--- config.mk ---
export PLATFORM = sky130hd
export DESIGN_NAME = ppg_phase_sum
export DESIGN_NICKNAME = d
export VERILOG_FILES = /design/src/hdl/ppg_pkg.sv /design/src/hdl/ppg_phase_sum.sv
export SDC_FILE = /design/constraint.sdc
export NUM_CORES = 1
export LEC_CHECK = 0
export ABC_AREA = 1
export BUFFER_PORTS_ARGS = -buffer_cell sky130_fd_sc_hd__buf_2
export CAP_MARGIN = 20
export CORE_ASPECT_RATIO = 0.8
export CORE_MARGIN = 2
export CORE_UTILIZATION = 30
export DETAILED_ROUTE_END_ITERATION = 16
export GPL_TIMING_DRIVEN = 1
export SYNTH_ARGS = -nofsm -noshare
export SYNTH_HDL_FRONTEND = slang
export SYNTH_SLANG_ARGS = --single-unit
--- constraint.sdc ---
create_clock -name vclk -period 14.79
set_input_delay 2.958 -clock vclk [all_inputs]
set_output_delay 2.958 -clock vclk [all_outputs]
set_load 0.02 [all_outputs]
--- src/hdl/ppg_pkg.sv ---
// Plasma pixel generator: shared types, sine quarter tables and palette function.
// No dependencies.
package ppg_pkg;

	localparam int PAL_DEPTH = 256;
	localparam int PAL_AW    = 8;
	localparam int SUM_W     = 10;

	typedef struct packed {
		logic [7:0] r;
		logic [7:0] g;
		logic [7:0] b;
	} rgb_t;

	typedef enum logic [1:0] {
		SEG_RED_GREEN  = 2'd0,
		SEG_GREEN_BLUE = 2'd1,
		SEG_BLUE_FADE  = 2'd2,
		SEG_RED_RISE   = 2'd3
	} pal_seg_t;

	localparam logic [6:0] RISE_Q [65] = '{
		7'd0,   7'd2,   7'd5,   7'd8,   7'd11,  7'd15,  7'd18,  7'd21,  7'd24,  7'd27,
		7'd30,  7'd33,  7'd36,  7'd39,  7'd42,  7'd45,  7'd48,  7'd51,  7'd54,  7'd56,
		7'd59,  7'd62,  7'd65,  7'd67,  7'd70,  7'd72,  7'd75,  7'd77,  7'd80,  7'd82,
		7'd85,  7'd87,  7'd89,  7'd91,  7'd93,  7'd96,  7'd98,  7'd100, 7'd101, 7'd103,
		7'd105, 7'd107, 7'd108, 7'd110, 7'd111, 7'd113, 7'd114, 7'd116, 7'd117, 7'd118,
		7'd119, 7'd120, 7'd121, 7'd122, 7'd123, 7'd123, 7'd124, 7'd125, 7'd125, 7'd126,
		7'd126, 7'd126, 7'd126, 7'd126, 7'd127
	};

	localparam logic [7:0] FALL_Q [65] = '{
		8'd0,   8'd3,   8'd6,   8'd9,   8'd12,  8'd16,  8'd19,  8'd22,  8'd25,  8'd28,
		8'd31,  8'd34,  8'd37,  8'd40,  8'd43,  8'd46,  8'd49,  8'd52,  8'd55,  8'd57,
		8'd60,  8'd63,  8'd66,  8'd68,  8'd71,  8'd73,  8'd76,  8'd78,  8'd81,  8'd83,
		8'd86,  8'd88,  8'd90,  8'd92,  8'd94,  8'd97,  8'd99,  8'd101, 8'd102, 8'd104,
		8'd106, 8'd108, 8'd109, 8'd111, 8'd112, 8'd114, 8'd115, 8'd117, 8'd118, 8'd119,
		8'd120, 8'd121, 8'd122, 8'd123, 8'd124, 8'd124, 8'd125, 8'd126, 8'd126, 8'd127,
		8'd127, 8'd127, 8'd127, 8'd127, 8'd128
	};

	function automatic logic signed [7:0] sine_val(input logic [7:0] i);
		logic [7:0] k;
		logic signed [8:0] mag;
		logic signed [8:0] neg;
		logic signed [7:0] res;
		if (i <= 8'd128) begin
			k   = (i <= 8'd64) ? i : 8'd128 - i;
			res = signed'({1'b0, RISE_Q[k[6:0]]});
		end else begin
			k = i - 8'd128;
			if (k > 8'd64) begin
				k = 8'd128 - k;
			end
			mag = signed'({1'b0, FALL_Q[k[6:0]]});
			neg = -mag;
			res = neg[7:0];
		end
		return res;
	endfunction

	function automatic rgb_t palette_entry(input logic [7:0] p);
		logic [7:0] t2;
		rgb_t c;
		t2 = {p[5:0], 1'b0};
		case (pal_seg_t'(p[7:6]))
			SEG_RED_GREEN: begin
				c.r = 8'd255 - t2; c.g = 8'd127 + t2; c.b = 8'd0;
			end
			SEG_GREEN_BLUE: begin
				c.r = 8'd127 - t2; c.g = 8'd255 - t2; c.b = t2;
			end
			SEG_BLUE_FADE: begin
				c.r = t2;          c.g = 8'd127 - t2; c.b = 8'd127 - t2;
			end
			SEG_RED_RISE: begin
				c.r = 8'd127 + t2; c.g = t2;          c.b = 8'd0;
			end
			default: begin
				c = '0;
			end
		endcase
		return c;
	endfunction

endpackage

--- src/hdl/ppg_phase_sum.sv ---
// Four-term sine sum and palette index for one pixel.
// Depends on ppg_pkg.
module ppg_phase_sum (
	input  logic [8:0]  pixel_x,
	input  logic [7:0]  pixel_y,
	input  logic [15:0] frame_count,
	output logic [7:0]  pal_idx
);

	logic [7:0] ph;
	logic [7:0] i0, i1, i2, i3;
	logic signed [ppg_pkg::SUM_W-1:0] s0, s1, s2, s3, sum, biased;
	logic signed [ppg_pkg::SUM_W-1:0] q;

	assign ph = frame_count[8:1];
	assign i0 = {pixel_y[6:0], 1'b0} - ph - 8'd64;
	assign i1 = {pixel_x[6:0], 1'b0} - ph;
	assign i2 = pixel_y + ph;
	assign i3 = pixel_x[7:0] + ph - 8'd64;

	assign s0 = ppg_pkg::SUM_W'(ppg_pkg::sine_val(i0));
	assign s1 = ppg_pkg::SUM_W'(ppg_pkg::sine_val(i1));
	assign s2 = ppg_pkg::SUM_W'(ppg_pkg::sine_val(i2));
	assign s3 = ppg_pkg::SUM_W'(ppg_pkg::sine_val(i3));

	assign sum = s0 + s1 + s2 + s3;
	// round toward zero
	assign biased = sum + (sum[ppg_pkg::SUM_W-1] ? 10'sd3 : 10'sd0);
	assign q = biased >>> 2;
	assign pal_idx = {~q[7], q[6:0]};

endmodule
==> results.toml, run 1 <==
[timing]
setup_tns_ns = 0
max_freq_mhz = 71.0
slew_headroom = 0.446
period_needed_ns = 14.08
setup_violations = 0
worst_pin_slew_ns = 0.823
rsz0062_at_grt = "no"
slew_viol_final = 0
hold_viol = 0
fin_crit_sh = 0.952

[worst_setup_path]
critPathSlowestCell = "fa_1"
critPathBufInv = 8
cp_top_family = "adder cells"
cp_max_fo = 7
critPathCaptureType = "output pin"
cpPeakStageDelay_ns = 0.59
path_class = "in -> out"
arrival_ns = 11.12
critPathMostFrequentCell = "nand2_1"
cp.required_ns = 11.83
startpoint_type = "input pin"

[detailed_routing]
ant_nets = 0
wl_um = 26500
drc = 0
drt_iter0_markers = 824
routed_via_density = 5.12
firstDrtPassIters = 6
vias = 10300
wire_per_inst_um = 13.2

[global_route]
grt.total_usage = 0.169
grt_pass1_vias = 9036
grt_max_degree = 31
overflow = 0
antenna_found_initial = 0
grt_pass1_wl_um = 43700

[floorplanning]
core_sq_mm = 0.0283
ios = 41
die_h_um = 156
row_count = 55
start_util = 0.305
chipWidth_um = 194
dieArea_sq_mm = 0.0301

[final_layout]
seq_cells = 0
seqCellArea_sq_um = 0
drive_gt1_frac = 0.0676
nets = 1802
fill_cells = 3162
antenna_cells = 0
area_growth_pct = 7.68
clock_buffers = 0
multi_input_comb_area_sq_mm = 0.00758

[logic_synthesis]
ys_seq_area_frac = 0
yosysMostFrequentCell = "nand2_1"
synth.largest_area_cell = "nand2_1"
synth_cells = 1618
ys_top_cells_by_count = "505 x nand2_1, 233 x inv_1, 204 x nand3_1, 123 x nor2_1, 103 x ha_1"
synth_area_sq_mm = 0.00862
synthesis.nets = 1775
ys_types = 52
synth_top_area_share = 0.220
yosys_warnings = 0
avgSynthCellArea_sq_um = 5.33
yosys-top-cells-area = "nand2_1 22%, ha_1 15%, nand3_1 12%"

[place]
gp_congestion = 0.929
dpl.hpwl_um = 22000
port_buffers = 32

[cts]
hold_buffers = 0
cts_setup_buffers = 0

[job]
drv_cap = 0

[min_path]
hp-class = "in -> out"

[outcome]
status = "completed"
-- per-stage QoR --
stage                     worst slack [ns]  instances  hold slack, ns  utilization  cell area (sq um)
final                                0.712       2013            7.60        0.328               9280
after floorplan                       1.41       1618            7.09            -               8620
after detailed placement             0.662       2013            7.59        0.328               9270
after CTS                            0.639       2013            7.61        0.328               9270
after global placement               0.720       2013            7.61        0.328               9270
after global routing                0.0183       2013            7.73        0.328               9280
-- kinds of logic (layout without fill, tap and decap cells) --
| logic type | after synthesis | in the layout | synth area share |
|---|---|---|---|
| xor+xnor | 45 | 45 | 0.0496 |
| compound gates | 277 | 277 | 0.183 |
| buf+inv | 270 | 295 | 0.122 |
| simple gates | 902 | 902 | 0.447 |
| fa+ha+maj | 124 | 124 | 0.198 |
-- area by class of cell --
cell class | instances | area share
inverters | 239 | 0.0966
well taps | 370 | 0.0499
multi-input cells | 1348 | 0.817
repair buffers | 56 | 0.0367
-- final timing paths --
check / startpoint / endpoint / cells after the start
worst min-delay path: frame_count[8] / pal_idx[0] / 11
worst max-delay path: frame_count[2] / pal_idx[7] / 49
-- timing repair --
action	in CTS	in global routing
hold endpoints to repair	0	0
resized for setup	0	4
endpoints found under the setup margin	0	2
-- worst min-delay path: cells and delay by family --
kind,cells,cell delay (ns)
XOR/XNOR,3,0.44
buffers and inverters,3,0.46
AND/OR/NAND/NOR,2,0.20
adder cells (fa/ha/maj),1,0.16
AO/OA/AOI/OAI,2,0.40
-- layer usage --
| layer | global-route usage | share of wire |
|---|---|---|
| met4 | 0.0127 | 0.0066 |
| met1 | 0.254 | 0.50 |
| met3 | 0.00411 | 0.063 |
| met5 | 0 | 0 |
| met2 | 0.277 | 0.43 |
-- placed cells by master (no fill, tap or decap), types with 5 or more instances in the layout --
master / Yosys / final
or2_2: 6 / 6
o21ai_2: 4 / 5
o211ai_1: 24 / 24
inv_2: 6 / 6
nand4_1: 15 / 15
nand2_2: 16 / 16
o21ai_1: 25 / 25
o21ai_0: 95 / 94
a21oi_1: 87 / 86
buf_4: 3 / 24
nor3_1: 10 / 10
nand2_1: 505 / 505
nand3_1: 204 / 204
a31oi_1: 10 / 9
nand3b_1: 7 / 7
ha_1: 103 / 103
nor2_1: 123 / 123
buf_2: 16 / 32
xor2_1: 25 / 25
inv_1: 233 / 233
fa_1: 21 / 21
xnor2_1: 17 / 17
Power of run 1 is left out: the tool's default activity adds up to more than one toggle a clock period on the data nets, which glitch-free logic cannot reach.
==> run 2, diff against run 1 <==
--- a/config.mk
+++ b/config.mk
@@ -13,6 +13,7 @@
 export CORE_UTILIZATION = 30
 export DETAILED_ROUTE_END_ITERATION = 16
 export GPL_TIMING_DRIVEN = 1
+export RECOVER_POWER = 100
 export SYNTH_ARGS = -nofsm -noshare
 export SYNTH_HDL_FRONTEND = slang
 export SYNTH_SLANG_ARGS = --single-unit
==> results.toml, run 2 (same netlist as run 1, synthesis figures left out) <==
[final_layout]
final_cell_mix = "505 x nand2_1, 233 x inv_1, 204 x nand3_1, 123 x nor2_1, 103 x ha_1"
antenna_cells = 0
nets = 1802
drive_gt1_frac = 0.0645
seqCellArea_sq_um = 0
clock_buffers = 0
area_growth_pct = 7.60
seq_cells = 0
final_common_cell = "nand2_1"

[timing]
fin_crit_sh = 0.952
setup_tns_ns = 0
rsz0062_at_grt = "no"
worst_pin_slew_ns = 0.843
hold_viol = 0
period_needed_ns = 14.09
slew_headroom = 0.432
slew_viol_final = 0
max_freq_mhz = 71.0
setup_violations = 0

[floorplanning]
dieArea_sq_mm = 0.0301
chipWidth_um = 194
die_h_um = 156
ios = 41
row_count = 55
start_util = 0.305
core_sq_mm = 0.0283

[detailed_routing]
wl_um = 26500
wire_per_inst_um = 13.2
vias = 10300
drt_iter0_markers = 815
routed_via_density = 5.11
drc = 0
firstDrtPassIters = 7
ant_nets = 0

[worst_setup_path]
arrival_ns = 11.13
cpPeakStageDelay_ns = 0.59
cp_max_fo = 7
critPathSlowestCell = "fa_1"
cp.required_ns = 11.83
critPathBufInv = 8
startpoint_type = "input pin"
critPathCaptureType = "output pin"
path_class = "in -> out"
cp_top_family = "adder cells"
critPathMostFrequentCell = "nand2_1"

[job]
drv_cap = 0

[global_route]
overflow = 0
grt_pass1_vias = 9036
grt_max_degree = 31
grt.total_usage = 0.169
antenna_found_initial = 0
grt_pass1_wl_um = 43700

[min_path]
hp-class = "in -> out"

[place]
gp_congestion = 0.929
port_buffers = 32
dpl.hpwl_um = 22000

[outcome]
status = "completed"
==> run 2: changes by cell type in the layout (fill, tap and decap cells not counted) <==
cell	delta
buf_2	-6
clkbuf_1	+5
clkbuf_2	+1
==> run 2: worst paths after layout <==
check	slack (ns)	start	to	cells past startpoint
setup / recovery	0.70	frame_count[2]	pal_idx[7]	49
hold / removal	7.61	frame_count[8]	pal_idx[0]	11
==> run 2: area by class of cell <==
type,instances,area [sq um]
tap,370,463
fill,3167,19000
timing repair buffer,56,334
inverter,239,897
multi-input combinational,1348,7580
==> run 2: worst min-delay path: cells and delay by family <==
family | cells | cell delay, ns
AO/OA/AOI/OAI | 2 | 0.40
XOR/XNOR | 3 | 0.44
adder cells (fa/ha/maj) | 1 | 0.16
buffers and inverters | 3 | 0.46
AND/OR/NAND/NOR | 2 | 0.21
==> run 2: per-layer routing <==
layer | track usage | vias up | part of all wire
met2 | 0.277 | 335 | 0.43
met1 | 0.254 | 4598 | 0.51
met5 | 0 | - | 0
met4 | 0.0127 | 0 | 0.0062
met3 | 0.00411 | 8 | 0.056
li1 | - | 5348 | -
==> run 2: what timing repair did <==
item / CTS / global route
resized for setup: 0 / 4
hold buffers: 0 / 0
buffers inserted: 0 / 0
endpoints found under the setup margin: 0 / 2
==> run 2: stage by stage <==
| stage | setup slack (ns) | hold slack, ns | util | instance area [sq um] | instances |
|---|---|---|---|---|---|
| after floorplan | 1.41 | 7.09 | - | 8620 | 1618 |
| after CTS | 0.639 | 7.61 | 0.328 | 9270 | 2013 |
| final | 0.704 | 7.61 | 0.328 | 9280 | 2013 |
| after detailed placement | 0.662 | 7.59 | 0.328 | 9270 | 2013 |
| after global placement | 0.720 | 7.61 | 0.328 | 9270 | 2013 |
| after global routing | 0.0206 | 7.73 | 0.328 | 9280 | 2013 |
Power of run 2 is left out for the same reason.
